<file path="config.mk">
export PLATFORM = sky130hd
export DESIGN_NAME = harq_feedback_gap_queue
export DESIGN_NICKNAME = d
export VERILOG_FILES = /design/src/rtl/hfgq_pkg.sv /design/src/rtl/hfgq_cmp.sv /design/src/rtl/hfgq_store.sv /design/src/rtl/harq_feedback_gap_queue.sv
export VERILOG_INCLUDE_DIRS = /design/src /design/src/rtl
export SDC_FILE = /design/constraint.sdc
export NUM_CORES = 2
export LEC_CHECK = 0
export BUFFER_PORTS_ARGS = -buffer_cell sky130_fd_sc_hd__buf_2
export CAP_MARGIN = 20
export CORE_ASPECT_RATIO = 0.8
export CORE_MARGIN = 4
export CORE_UTILIZATION = 57
export DETAILED_ROUTE_END_ITERATION = 10
export HOLD_SLACK_MARGIN = 0.15
export PLACE_DENSITY = 0.76
export SYNTH_ARGS = -nofsm -noshare
export SYNTH_HDL_FRONTEND = slang
export SYNTH_HIERARCHICAL = 1
export SYNTH_SLANG_ARGS = --single-unit
</file>
<file path="constraint.sdc">
create_clock -name clk_i -period 11.4 [get_ports clk_i]
set_clock_uncertainty 0.05 [all_clocks]
set_input_delay 1.14 -clock clk_i [delete_from_list [all_inputs] [get_ports clk_i]]
set_output_delay 1.14 -clock clk_i [all_outputs]
set_load 0.02 [all_outputs]
</file>
<file path="src/rtl/harq_feedback_gap_queue_macros.svh">
// assertion macros shared by the harq feedback gap queue rtl
`ifndef HARQ_FEEDBACK_GAP_QUEUE_MACROS_SVH
`define HARQ_FEEDBACK_GAP_QUEUE_MACROS_SVH

// property checked on every rising clock edge outside reset
`define HFGQ_ASSERT(lbl, prop, msg) \
  lbl: assert property (@(posedge clk_i) disable iff (!rst_ni) prop) \
    else $error(msg);

// condition in one cycle implies a condition in the next
`define HFGQ_ASSERT_NEXT(lbl, pre, post, msg) \
  lbl: assert property (@(posedge clk_i) disable iff (!rst_ni) (pre) |=> (post)) \
    else $error(msg);

`endif

</file>
<file path="src/rtl/hfgq_pkg.sv">
// shared types, constants and helpers of the harq feedback gap queue
package hfgq_pkg;

  localparam int QUEUE_DEPTH = 16;
  localparam int MAX_RESULTS = 16;

  localparam int IDX_W  = $clog2(QUEUE_DEPTH);
  localparam int CNT_W  = $clog2(QUEUE_DEPTH + 1);
  localparam int NRES_W = $clog2(MAX_RESULTS + 1);
  localparam int SLOT_W = 32;
  localparam int GAP_W  = 4;
  localparam int KEY_W  = 20;
  localparam int CFG_AW = 3;

  localparam logic [CNT_W-1:0]  DEPTH_C = CNT_W'(QUEUE_DEPTH);
  localparam logic [CNT_W-1:0]  ONE_C   = CNT_W'(1);
  localparam logic [NRES_W-1:0] MAX_C   = NRES_W'(MAX_RESULTS);

  localparam logic [GAP_W-1:0] MIN_GAP_RST = 4'd2;

  // item modes
  localparam logic MODE_ENQ = 1'b0;
  localparam logic MODE_OCC = 1'b1;

  // register index, taken from paddr[2]
  localparam logic REG_MIN_GAP = 1'b0;

  typedef enum logic {
    CMP_ELIG,
    CMP_MATCH
  } cmp_op_e;

  typedef struct packed {
    logic        mode;
    logic [31:0] slot_number;
    logic [15:0] sender_id;
    logic [3:0]  process_id;
    logic [23:0] dest_id;
    logic [2:0]  bwp_index;
    logic        ack_in;
  } in_item_t;

  typedef struct packed {
    logic [15:0] out_sender_id;
    logic [3:0]  out_process_id;
    logic [23:0] out_dest_id;
    logic [2:0]  out_bwp_index;
    logic        ack_out;
    logic        last;
    logic        dropped;
  } out_item_t;

  typedef struct packed {
    logic [SLOT_W-1:0] slot;
    logic [15:0]       sender_id;
    logic [3:0]        process_id;
    logic [23:0]       dest_id;
    logic [2:0]        bwp_index;
    logic              ack;
  } entry_t;

  typedef struct packed {
    logic             we;
    logic [IDX_W-1:0] addr;
    entry_t           data;
  } mem_wr_t;

  typedef struct packed {
    cmp_op_e           op;
    logic [SLOT_W-1:0] lhs;
    logic [SLOT_W-1:0] rhs;
    logic [GAP_W-1:0]  gap;
  } cmp_req_t;

  function automatic logic [KEY_W-1:0] entry_key(entry_t e);
    return {e.process_id, e.sender_id};
  endfunction

  function automatic entry_t item_to_entry(in_item_t it);
    entry_t e;
    e.slot       = it.slot_number;
    e.sender_id  = it.sender_id;
    e.process_id = it.process_id;
    e.dest_id    = it.dest_id;
    e.bwp_index  = it.bwp_index;
    e.ack        = it.ack_in;
    return e;
  endfunction

  function automatic out_item_t make_out(entry_t e, logic last, logic dropped);
    out_item_t o;
    o.out_sender_id  = e.sender_id;
    o.out_process_id = e.process_id;
    o.out_dest_id    = e.dest_id;
    o.out_bwp_index  = e.bwp_index;
    o.ack_out        = e.ack;
    o.last           = last;
    o.dropped        = dropped;
    return o;
  endfunction

endpackage

</file>
<file path="src/rtl/hfgq_cmp.sv">
// shared compare unit: slot eligibility test or sender/process key match
module hfgq_cmp (
  input  hfgq_pkg::cmp_req_t req_i,
  output logic               hit_o
);
  import hfgq_pkg::*;

  logic [SLOT_W:0] due;

  // slot plus gap at one extra bit so it never wraps
  assign due = {1'b0, req_i.rhs} + {{(SLOT_W + 1 - GAP_W){1'b0}}, req_i.gap};

  always_comb begin
    unique case (req_i.op)
      CMP_ELIG:  hit_o = ({1'b0, req_i.lhs} >= due);
      CMP_MATCH: hit_o = (req_i.lhs == req_i.rhs);
      default:   hit_o = 1'b0;
    endcase
  end

endmodule

</file>
<file path="src/rtl/hfgq_store.sv">
// entry memory: one write port, two registered read ports
module hfgq_store (
  input  logic                       clk_i,
  input  hfgq_pkg::mem_wr_t          wr_i,
  input  logic [hfgq_pkg::IDX_W-1:0] raddr_a_i,
  input  logic [hfgq_pkg::IDX_W-1:0] raddr_b_i,
  output hfgq_pkg::entry_t           rdata_a_o,
  output hfgq_pkg::entry_t           rdata_b_o
);
  import hfgq_pkg::*;

  entry_t mem_q [QUEUE_DEPTH];
  entry_t rdata_a_q;
  entry_t rdata_b_q;

  always_ff @(posedge clk_i) begin
    if (wr_i.we) begin
      mem_q[wr_i.addr] <= wr_i.data;
    end
    rdata_a_q <= mem_q[raddr_a_i];
    rdata_b_q <= mem_q[raddr_b_i];
  end

  assign rdata_a_o = rdata_a_q;
  assign rdata_b_o = rdata_b_q;

endmodule

</file>
<file path="src/rtl/harq_feedback_gap_queue.sv">
// harq feedback gap queue top level: sequencer, config register, output register
// enqueue: taken in the idle state; a full queue moves to a drop state that waits on out stall
// occasion: after accept, a read and a slot check state per queued entry on one comparator
// survivor scan: an ineligible entry is skipped; an eligible one is read and its key latched,
// then each later ineligible entry is skipped and each later eligible one key-compared,
// then a put state if it survives; flush and compaction follow; out stalls hold put and flush
// async active-low reset empties the queue and sets min_gap_slots to 2
`include "harq_feedback_gap_queue_macros.svh"

module harq_feedback_gap_queue (
  input  logic                        clk_i,
  input  logic                        rst_ni,
  input  logic                        in_valid_i,
  output logic                        in_ready_o,
  input  hfgq_pkg::in_item_t          in_data_i,
  output logic                        out_valid_o,
  input  logic                        out_ready_i,
  output hfgq_pkg::out_item_t         out_data_o,
  input  logic                        psel,
  input  logic                        penable,
  input  logic                        pwrite,
  input  logic [hfgq_pkg::CFG_AW-1:0] paddr,
  input  logic [31:0]                 pwdata,
  output logic [31:0]                 prdata,
  output logic                        pready
);
  import hfgq_pkg::*;

  localparam logic [3:0] S_IDLE    = 4'd0;
  localparam logic [3:0] S_EL_RD   = 4'd1;
  localparam logic [3:0] S_EL_CHK  = 4'd2;
  localparam logic [3:0] S_SV_RD   = 4'd3;
  localparam logic [3:0] S_SV_KEY  = 4'd4;
  localparam logic [3:0] S_DUP_RD  = 4'd5;
  localparam logic [3:0] S_DUP_CHK = 4'd6;
  localparam logic [3:0] S_SV_PUT  = 4'd7;
  localparam logic [3:0] S_FLUSH   = 4'd8;
  localparam logic [3:0] S_CP_RD   = 4'd9;
  localparam logic [3:0] S_CP_WR   = 4'd10;
  localparam logic [3:0] S_DROP    = 4'd11;

  logic [3:0]             state_q, state_d;
  logic [CNT_W-1:0]       i_q, i_d;
  logic [CNT_W-1:0]       j_q, j_d;
  logic [CNT_W-1:0]       keep_q, keep_d;
  logic [CNT_W-1:0]       count_q, count_d;
  logic [NRES_W-1:0]      n_q, n_d;
  logic [QUEUE_DEPTH-1:0] elig_q, elig_d;
  logic                   pend_valid_q, pend_valid_d;
  logic                   out_valid_q, out_valid_d;
  logic [GAP_W-1:0]       min_gap_q;

  in_item_t  item_q, item_d;
  entry_t    cur_q, cur_d;
  entry_t    pend_q, pend_d;
  out_item_t out_q, out_d;

  logic     out_load;
  logic     out_free;
  logic     enq_store;
  mem_wr_t  wr;
  entry_t   rdata_a;
  entry_t   rdata_b;
  cmp_req_t cmp_req;
  logic     cmp_hit;

  hfgq_store u_store (
    .clk_i     (clk_i),
    .wr_i      (wr),
    .raddr_a_i (i_q[IDX_W-1:0]),
    .raddr_b_i (j_q[IDX_W-1:0]),
    .rdata_a_o (rdata_a),
    .rdata_b_o (rdata_b)
  );

  hfgq_cmp u_cmp (
    .req_i (cmp_req),
    .hit_o (cmp_hit)
  );

  assign out_free = !out_valid_q || out_ready_i;

  always_comb begin
    state_d      = state_q;
    i_d          = i_q;
    j_d          = j_q;
    keep_d       = keep_q;
    count_d      = count_q;
    n_d          = n_q;
    elig_d       = elig_q;
    pend_valid_d = pend_valid_q;
    item_d       = item_q;
    cur_d        = cur_q;
    pend_d       = pend_q;
    out_load     = 1'b0;
    out_d        = out_q;
    in_ready_o   = 1'b0;
    wr.we        = 1'b0;
    wr.addr      = keep_q[IDX_W-1:0];
    wr.data      = rdata_a;
    cmp_req.op   = CMP_ELIG;
    cmp_req.lhs  = item_q.slot_number;
    cmp_req.rhs  = rdata_a.slot;
    cmp_req.gap  = min_gap_q;

    unique case (state_q)
      S_IDLE: begin
        in_ready_o = 1'b1;
        if (in_valid_i) begin
          item_d = in_data_i;
          if (in_data_i.mode == MODE_ENQ) begin
            if (count_q < DEPTH_C) begin
              wr.we   = 1'b1;
              wr.addr = count_q[IDX_W-1:0];
              wr.data = item_to_entry(in_data_i);
              count_d = count_q + ONE_C;
            end else begin
              state_d = S_DROP;
            end
          end else if (count_q != '0) begin
            i_d     = '0;
            n_d     = '0;
            elig_d  = '0;
            state_d = S_EL_RD;
          end
        end
      end
      S_EL_RD: begin
        state_d = S_EL_CHK;
      end
      S_EL_CHK: begin
        elig_d[i_q[IDX_W-1:0]] = cmp_hit;
        if (i_q + ONE_C == count_q) begin
          i_d     = '0;
          state_d = S_SV_RD;
        end else begin
          i_d     = i_q + ONE_C;
          state_d = S_EL_RD;
        end
      end
      S_SV_RD: begin
        if (i_q == count_q) begin
          state_d = S_FLUSH;
        end else if (!elig_q[i_q[IDX_W-1:0]]) begin
          i_d = i_q + ONE_C;
        end else begin
          j_d     = i_q + ONE_C;
          state_d = S_SV_KEY;
        end
      end
      S_SV_KEY: begin
        cur_d   = rdata_a;
        state_d = S_DUP_RD;
      end
      S_DUP_RD: begin
        if (j_q == count_q) begin
          state_d = S_SV_PUT;
        end else if (!elig_q[j_q[IDX_W-1:0]]) begin
          j_d = j_q + ONE_C;
        end else begin
          state_d = S_DUP_CHK;
        end
      end
      S_DUP_CHK: begin
        cmp_req.op  = CMP_MATCH;
        cmp_req.lhs = {{(SLOT_W - KEY_W){1'b0}}, entry_key(rdata_b)};
        cmp_req.rhs = {{(SLOT_W - KEY_W){1'b0}}, entry_key(cur_q)};
        // a later eligible entry for the same pair supersedes this one
        if (cmp_hit) begin
          i_d     = i_q + ONE_C;
          state_d = S_SV_RD;
        end else begin
          j_d     = j_q + ONE_C;
          state_d = S_DUP_RD;
        end
      end
      S_SV_PUT: begin
        if (n_q >= MAX_C) begin
          i_d     = i_q + ONE_C;
          state_d = S_SV_RD;
        end else if (!pend_valid_q || out_free) begin
          // survivor held back one step so the last one can be marked
          if (pend_valid_q) begin
            out_load = 1'b1;
            out_d    = make_out(pend_q, 1'b0, 1'b0);
          end
          pend_d       = cur_q;
          pend_valid_d = 1'b1;
          n_d          = n_q + NRES_W'(1);
          i_d          = i_q + ONE_C;
          state_d      = S_SV_RD;
        end
      end
      S_FLUSH: begin
        if (!pend_valid_q || out_free) begin
          if (pend_valid_q) begin
            out_load = 1'b1;
            out_d    = make_out(pend_q, 1'b1, 1'b0);
          end
          pend_valid_d = 1'b0;
          i_d          = '0;
          keep_d       = '0;
          state_d      = S_CP_RD;
        end
      end
      S_CP_RD: begin
        if (i_q == count_q) begin
          count_d = keep_q;
          state_d = S_IDLE;
        end else if (elig_q[i_q[IDX_W-1:0]]) begin
          i_d = i_q + ONE_C;
        end else begin
          state_d = S_CP_WR;
        end
      end
      S_CP_WR: begin
        wr.we   = 1'b1;
        wr.addr = keep_q[IDX_W-1:0];
        wr.data = rdata_a;
        keep_d  = keep_q + ONE_C;
        i_d     = i_q + ONE_C;
        state_d = S_CP_RD;
      end
      S_DROP: begin
        if (out_free) begin
          out_load = 1'b1;
          out_d    = make_out(item_to_entry(item_q), 1'b1, 1'b1);
          state_d  = S_IDLE;
        end
      end
      default: begin
        state_d = S_IDLE;
      end
    endcase
  end

  always_comb begin
    out_valid_d = out_valid_q;
    if (out_load) begin
      out_valid_d = 1'b1;
    end else if (out_ready_i) begin
      out_valid_d = 1'b0;
    end
  end

  always_ff @(posedge clk_i or negedge rst_ni) begin
    if (!rst_ni) begin
      state_q      <= S_IDLE;
      i_q          <= '0;
      j_q          <= '0;
      keep_q       <= '0;
      count_q      <= '0;
      n_q          <= '0;
      elig_q       <= '0;
      pend_valid_q <= 1'b0;
      out_valid_q  <= 1'b0;
    end else begin
      state_q      <= state_d;
      i_q          <= i_d;
      j_q          <= j_d;
      keep_q       <= keep_d;
      count_q      <= count_d;
      n_q          <= n_d;
      elig_q       <= elig_d;
      pend_valid_q <= pend_valid_d;
      out_valid_q  <= out_valid_d;
    end
  end

  always_ff @(posedge clk_i) begin
    item_q <= item_d;
    cur_q  <= cur_d;
    pend_q <= pend_d;
    out_q  <= out_d;
  end

  assign out_valid_o = out_valid_q;
  assign out_data_o  = out_q;

  // config register
  always_ff @(posedge clk_i or negedge rst_ni) begin
    if (!rst_ni) begin
      min_gap_q <= MIN_GAP_RST;
    end else if (psel && penable && pwrite && pready && paddr[2] == REG_MIN_GAP) begin
      min_gap_q <= pwdata[GAP_W-1:0];
    end
  end

  always_comb begin
    unique case (paddr[2])
      REG_MIN_GAP: prdata = {{(32 - GAP_W){1'b0}}, min_gap_q};
      default:     prdata = '0;
    endcase
  end

  assign pready = 1'b1;

  // enqueue transfer that finds room in the queue
  assign enq_store = in_valid_i && in_ready_o && in_data_i.mode == MODE_ENQ &&
                     count_q != DEPTH_C;

  `HFGQ_ASSERT(a_count_bound, count_q <= DEPTH_C, "entry count exceeds queue depth")
  `HFGQ_ASSERT_NEXT(a_enq_count, enq_store, count_q == $past(count_q) + ONE_C, "enqueue lost")
  `HFGQ_ASSERT(a_idle_no_pend, state_q == S_IDLE |-> !pend_valid_q, "survivor left pending")
  `HFGQ_ASSERT(a_drop_full, out_load && out_d.dropped |-> count_q == DEPTH_C, "drop with room")

endmodule

</file>
Word-level counts from Yosys, hierarchy flattened:

Memory sizes are Yosys's and may differ from the RTL's. A register that Yosys moved wholly into a read port is not among the register bits.
Index checks and enable logic that the tools add are counted.

* bits in registers: 277
* bits in writable memories: 1280
* bits of input ports: 123
* output and inout port bits: 85
* word-level logic and storage cells: 203
* memories kept: 1

* $add $sub $neg: 6
* magnitude comparators: 6
* eq/ne operators: 42
* muxes and demuxes: 82
* bitwise gates (word level): 3
* reduce and logical (&&, ||, !) cells: 30

Memories
* u_store.mem_q: depth 16, width 80, read ports 2, clocked after Yosys merged registers in 2, wr ports 1, line hfgq_store.sv:12 `entry_t mem_q [QUEUE_DEPTH];`

Operators with widths (number)
* $mux W50: 6
* $mux W85: 3
* $pmux W85 S2: 1
* $pmux W50 S3: 1
* $mux W5: 21
* $mux W65: 1
* $mux W4: 15
* $mux W16: 3
* $pmux W4 S12: 1
* $ne A2 B2 Y1 const B: 21
* $pmux W5 S8: 1
* $add A32 B4 Y33: 1
* $ge A32 B33 Y1: 1
* $eq A32 B32 Y1: 1
* $pmux W16 S2: 1
* $pmux W5 S2: 3
* $add A5 B1 Y5 const B: 5
* $ne A3 B3 Y1 const B: 6
* $bwmux W16: 1
* $eq A4 B3 Y1 const B: 4
* $eq A4 B4 Y1 const B: 4
* $eq A5 B5 Y1: 3
* $mux W1: 15
* $pmux W5 S3: 1
* other kinds (29): 49

Logic depth before layout (Yosys ltp):

* depth after elaboration: 7
* gate-level depth with buffers: 27

Cells and area by module:

Netlist, hierarchy kept.

Modules (own cells, without submodules)
* hfgq_store: times used 1, cells each 2805, area an instance 60277.8 um2, sequential area each 41639.9 um2
* harq_feedback_gap_queue: times used 1, cells each 897, area an instance 12776.0 um2, sequential area each 8064.0 um2
* hfgq_cmp: times used 1, cells each 221, area an instance 1727.9 um2, sequential area each 0.0 um2

Worst setup path before layout:

Ideal clock, no wire load.

* kind: input-to-reg
* from: in in_valid_i
* to: mem u_store/mem_q[0][0] in the netlist's numbering (enable)
* arrival time: 10.143 ns
* data required time: 10.734 ns
* setup slack: 0.591 ns
* cell stages on the path: 8
* buffers on the path: 2
* path through: and2_1 nand2_1 buf_2 clkbuf_1 nand2_1 o21ai_0 or3b_2 nor3_1

RTL lines
* from (decl): line harq_feedback_gap_queue.sv:13 `input logic in_valid_i,`
* to (decl): line hfgq_store.sv:12

==> results_tabular.tex <==
\begin{tabular}{lr}
\hline
Metric & Value \\
\hline
\multicolumn{2}{l}{\textbf{Status}} \\
\quad Status & complete, no violations \\
\multicolumn{2}{l}{\textbf{Final layout}} \\
\quad Final core occ & 0.643 \\
\quad Non-Filler Instances & 5,203 \\
\quad Most common cell after layout, fill and taps aside & edfxtp\_1 \\
\quad Final layout net count & 3,715 \\
\quad Fraction of layout instances using a drive strength above 1 & 0.293 \\
\quad Fillers & 7,439 \\
\quad Area growth from synthesis to final layout & 11.1\% \\
\quad Most frequent cells in the layout & edfxtp\_1, mux4\_2, a22oi\_1, mux2\_2, nand2\_1 \\
\multicolumn{2}{l}{\textbf{Routing}} \\
\quad Post-detailed-route wirelength per cell & 30.5 um \\
\quad \# DRC & 0 \\
\quad DR vias & 34,400 \\
\quad Wire length reported by the detailed router & 159 mm \\
\quad Iteration count of the initial detailed-routing pass & 5 \\
\quad Antenna-violating nets left & 0 \\
\quad Via-to-Cell Ratio & 6.62 \\
\quad First-iteration detailed-routing DRC count & 4,364 \\
\multicolumn{2}{l}{\textbf{Placement}} \\
\quad Number of buffers added on ports & 148 \\
\quad Detailed placement HPWL & 85.1 mm \\
\quad Placer's final routability congestion estimate & 0.880 \\
\quad Placed Instances & 4,912 \\
\quad Worst Setup Slack post-DPL & 3.85 ns \\
\multicolumn{2}{l}{\textbf{Global route}} \\
\quad Overall global routing resource usage & 0.261 \\
\quad Global-route wire length before repair & 234 mm \\
\quad Met3 demand-to-capacity share in global routing & 0.0562 \\
\quad Busiest layer in global routing & met2 \\
\quad Met1 usage & 0.376 \\
\quad Residual overflow from global routing & 0 \\
\quad Number of global-route vias before repair & 34,500 \\
\quad Met2 track demand over resource in global routing & 0.404 \\
\quad Largest net degree at the start of global routing & 156 \\
\quad Initial antenna violation count & 8 \\
\multicolumn{2}{l}{\textbf{Clock tree}} \\
\quad TritonCTS Sinks & 1,657 \\
\quad Clk root buf & clkbuf\_16 \\
\quad Maximum clock path buffer count & 3 \\
\quad Clock slew seen by the registers of the worst setup and hold paths & 0.07 ns \\
\quad Number of gates resized after cts & 0 \\
\quad Clock tree from TritonCTS & yes \\
\quad Setup fix buffers added after clock tree synthesis & 0 \\
\quad Depth of the CTS H-tree & 4 \\
\quad Worst-skew pair later-pin latency & 0.79 ns \\
\quad Post-cts hold buffer count & 0 \\
\quad Number of buffers created by CTS & 154 \\
\multicolumn{2}{l}{\textbf{Timing}} \\
\quad Actual slew at the worst max-slew pin & 1.18 ns \\
\quad Maximum operating frequency & 127 MHz \\
\quad Number of max-slew violations in the final report & 0 \\
\quad Total negative slack for setup checks & 0 ns \\
\quad Portion of the clock cycle consumed by the worst path in the final layout & 0.689 \\
\quad Slew Limit Headroom & 0.209 \\
\quad Final setup violation count & 0 \\
\quad Setup repair after global routing missed its margin & false \\
\quad Fin worst setup slack & 3.54 ns \\
\quad Final hold violation count & 0 \\
\quad Clock period minus worst slack & 7.86 ns \\
\multicolumn{2}{l}{\textbf{Run}} \\
\quad \# Max-Cap Violations & 0 \\
\multicolumn{2}{l}{\textbf{Worst setup path}} \\
\quad Crit path kind & reg2reg \\
\quad Data arrival at the endpoint of the critical path & 8.44 ns \\
\quad Worst EP required & 11.98 ns \\
\quad Endpoint class of the critical path & flip-flop \\
\quad Kind of start point of the critical path & flip-flop \\
\quad Critical-path maximum fanout & 46 \\
\multicolumn{2}{l}{\textbf{Yosys}} \\
\quad Mapped Area & 66,700 um2 \\
\quad Yosys warning count & 6 \\
\quad Mean post-synth cell area & 19.7 um2 \\
\quad Cells after Synth & 3,381 \\
\multicolumn{2}{l}{\textbf{Hold path}} \\
\quad Hold WC Path Type & reg2reg \\
\multicolumn{2}{l}{\textbf{Floorplan}} \\
\quad Die Span Y & 314 um \\
\quad Die boundary width & 391 um \\
\quad Initial core utilization & 0.578 \\
\quad DIE AREA & 123,000 um2 \\
\quad Row Count & 111 \\
\quad Core box area & 115,000 um2 \\
\quad Total I/O pin count & 208 \\
\multicolumn{2}{l}{\textbf{Pwr}} \\
\quad Power Density & 244 nW/um2 \\
\quad Maximum vdd ir drop & 0.189 mV \\
\quad Leakage power total & 24.0 nW \\
\hline
\end{tabular}
-- metrics by stage --
| stage | instance area, um2 | hold WS, ns | power, mW |
|---|---|---|---|
| global placement | 69100 | 0.351 | 12.9 |
| CTS | 74100 | 0.368 | 18.2 |
| detailed placement | 69100 | 0.356 | 13.1 |
| global route | 74200 | 0.372 | 18.9 |
| finish | 74200 | 0.364 | 18.1 |
| floorplan | 66800 | 0.350 | 11.8 |
-- worst paths after layout --
kind	startpoint	end	slack, ns	cells past startpoint
min	u_store/rdata_a_o[16]$_DFF_P_	cur_q[16]$_DFFE_PP_	0.36	0
min reg2reg	u_store/rdata_a_o[16]$_DFF_P_	cur_q[16]$_DFFE_PP_	0.36	0
max in group asynchronous	rst_ni	i_q[1]$_DFFE_PN0P_	10.19	2
max	state_q[1]$_DFFE_PN0P_	j_q[1]$_DFFE_PN0P_	3.54	21
max reg2reg	state_q[1]$_DFFE_PN0P_	j_q[1]$_DFFE_PN0P_	3.54	21
min in group asynchronous	rst_ni	keep_q[1]$_DFFE_PN0P_	0.48	2
-- layout make-up --
class | instances | area, um2 | share of cell area
sequential | 1657 | 48500 | 0.654
tap | 1525 | 1910 | 0.0257
timing repair buffer | 210 | 1340 | 0.0180
antenna | 3 | 7.51 | 0.000101
inverter | 20 | 75.1 | 0.00101
clock buffer | 212 | 4290 | 0.0579
clock inverter | 73 | 759 | 0.0102
multi-input combinational | 1503 | 17300 | 0.233
-- per-layer routing --
| layer | part of all wire | up-vias |
|---|---|---|
| met1 | 0.38 | 17900 |
| li1 | - | 14200 |
| met4 | 0.031 | 2 |
| met2 | 0.48 | 2062 |
| met5 | 0.00013 | - |
| met3 | 0.11 | 301 |
-- registers in the layout (all words and copies together) (netlist names), 16 cells and up --
name               cells
pend_q                48
elig_q                16
u_store/rdata_a_o     80
out_data_o            50
item_q                80
cur_q                 48
u_store/rdata_b_o     20
u_store/mem_q       1280
-- report_power, final --
part	total, mW	switching (mW)	internal (mW)
clock network	5.09	2.25	2.84
registers	8.39	0.418	7.98
logic	4.62	2.74	1.88
-- worst max-delay path, stage by stage, from the launching register on --
cell	delay [ns]
dfrtp_1	0.77
nand2b_1	0.26
nor2_4	0.71
buf_4	0.61
mux2_2	0.35
and4_1	0.32
nand4_2	0.25
nor4_4	0.43
nand4_1	0.18
xor2_1	0.18
ha_1	0.34
a21oi_1	0.19
nand2_1	0.08
a221oi_1	0.33
o221ai_1	0.18
a21oi_1	0.15
o21ai_1	0.36
nand2b_1	0.30
mux2_2	0.28
o21ai_0	0.61
and3_1	0.40
mux2_4	0.32
Power figures use the tool's default switching activity.
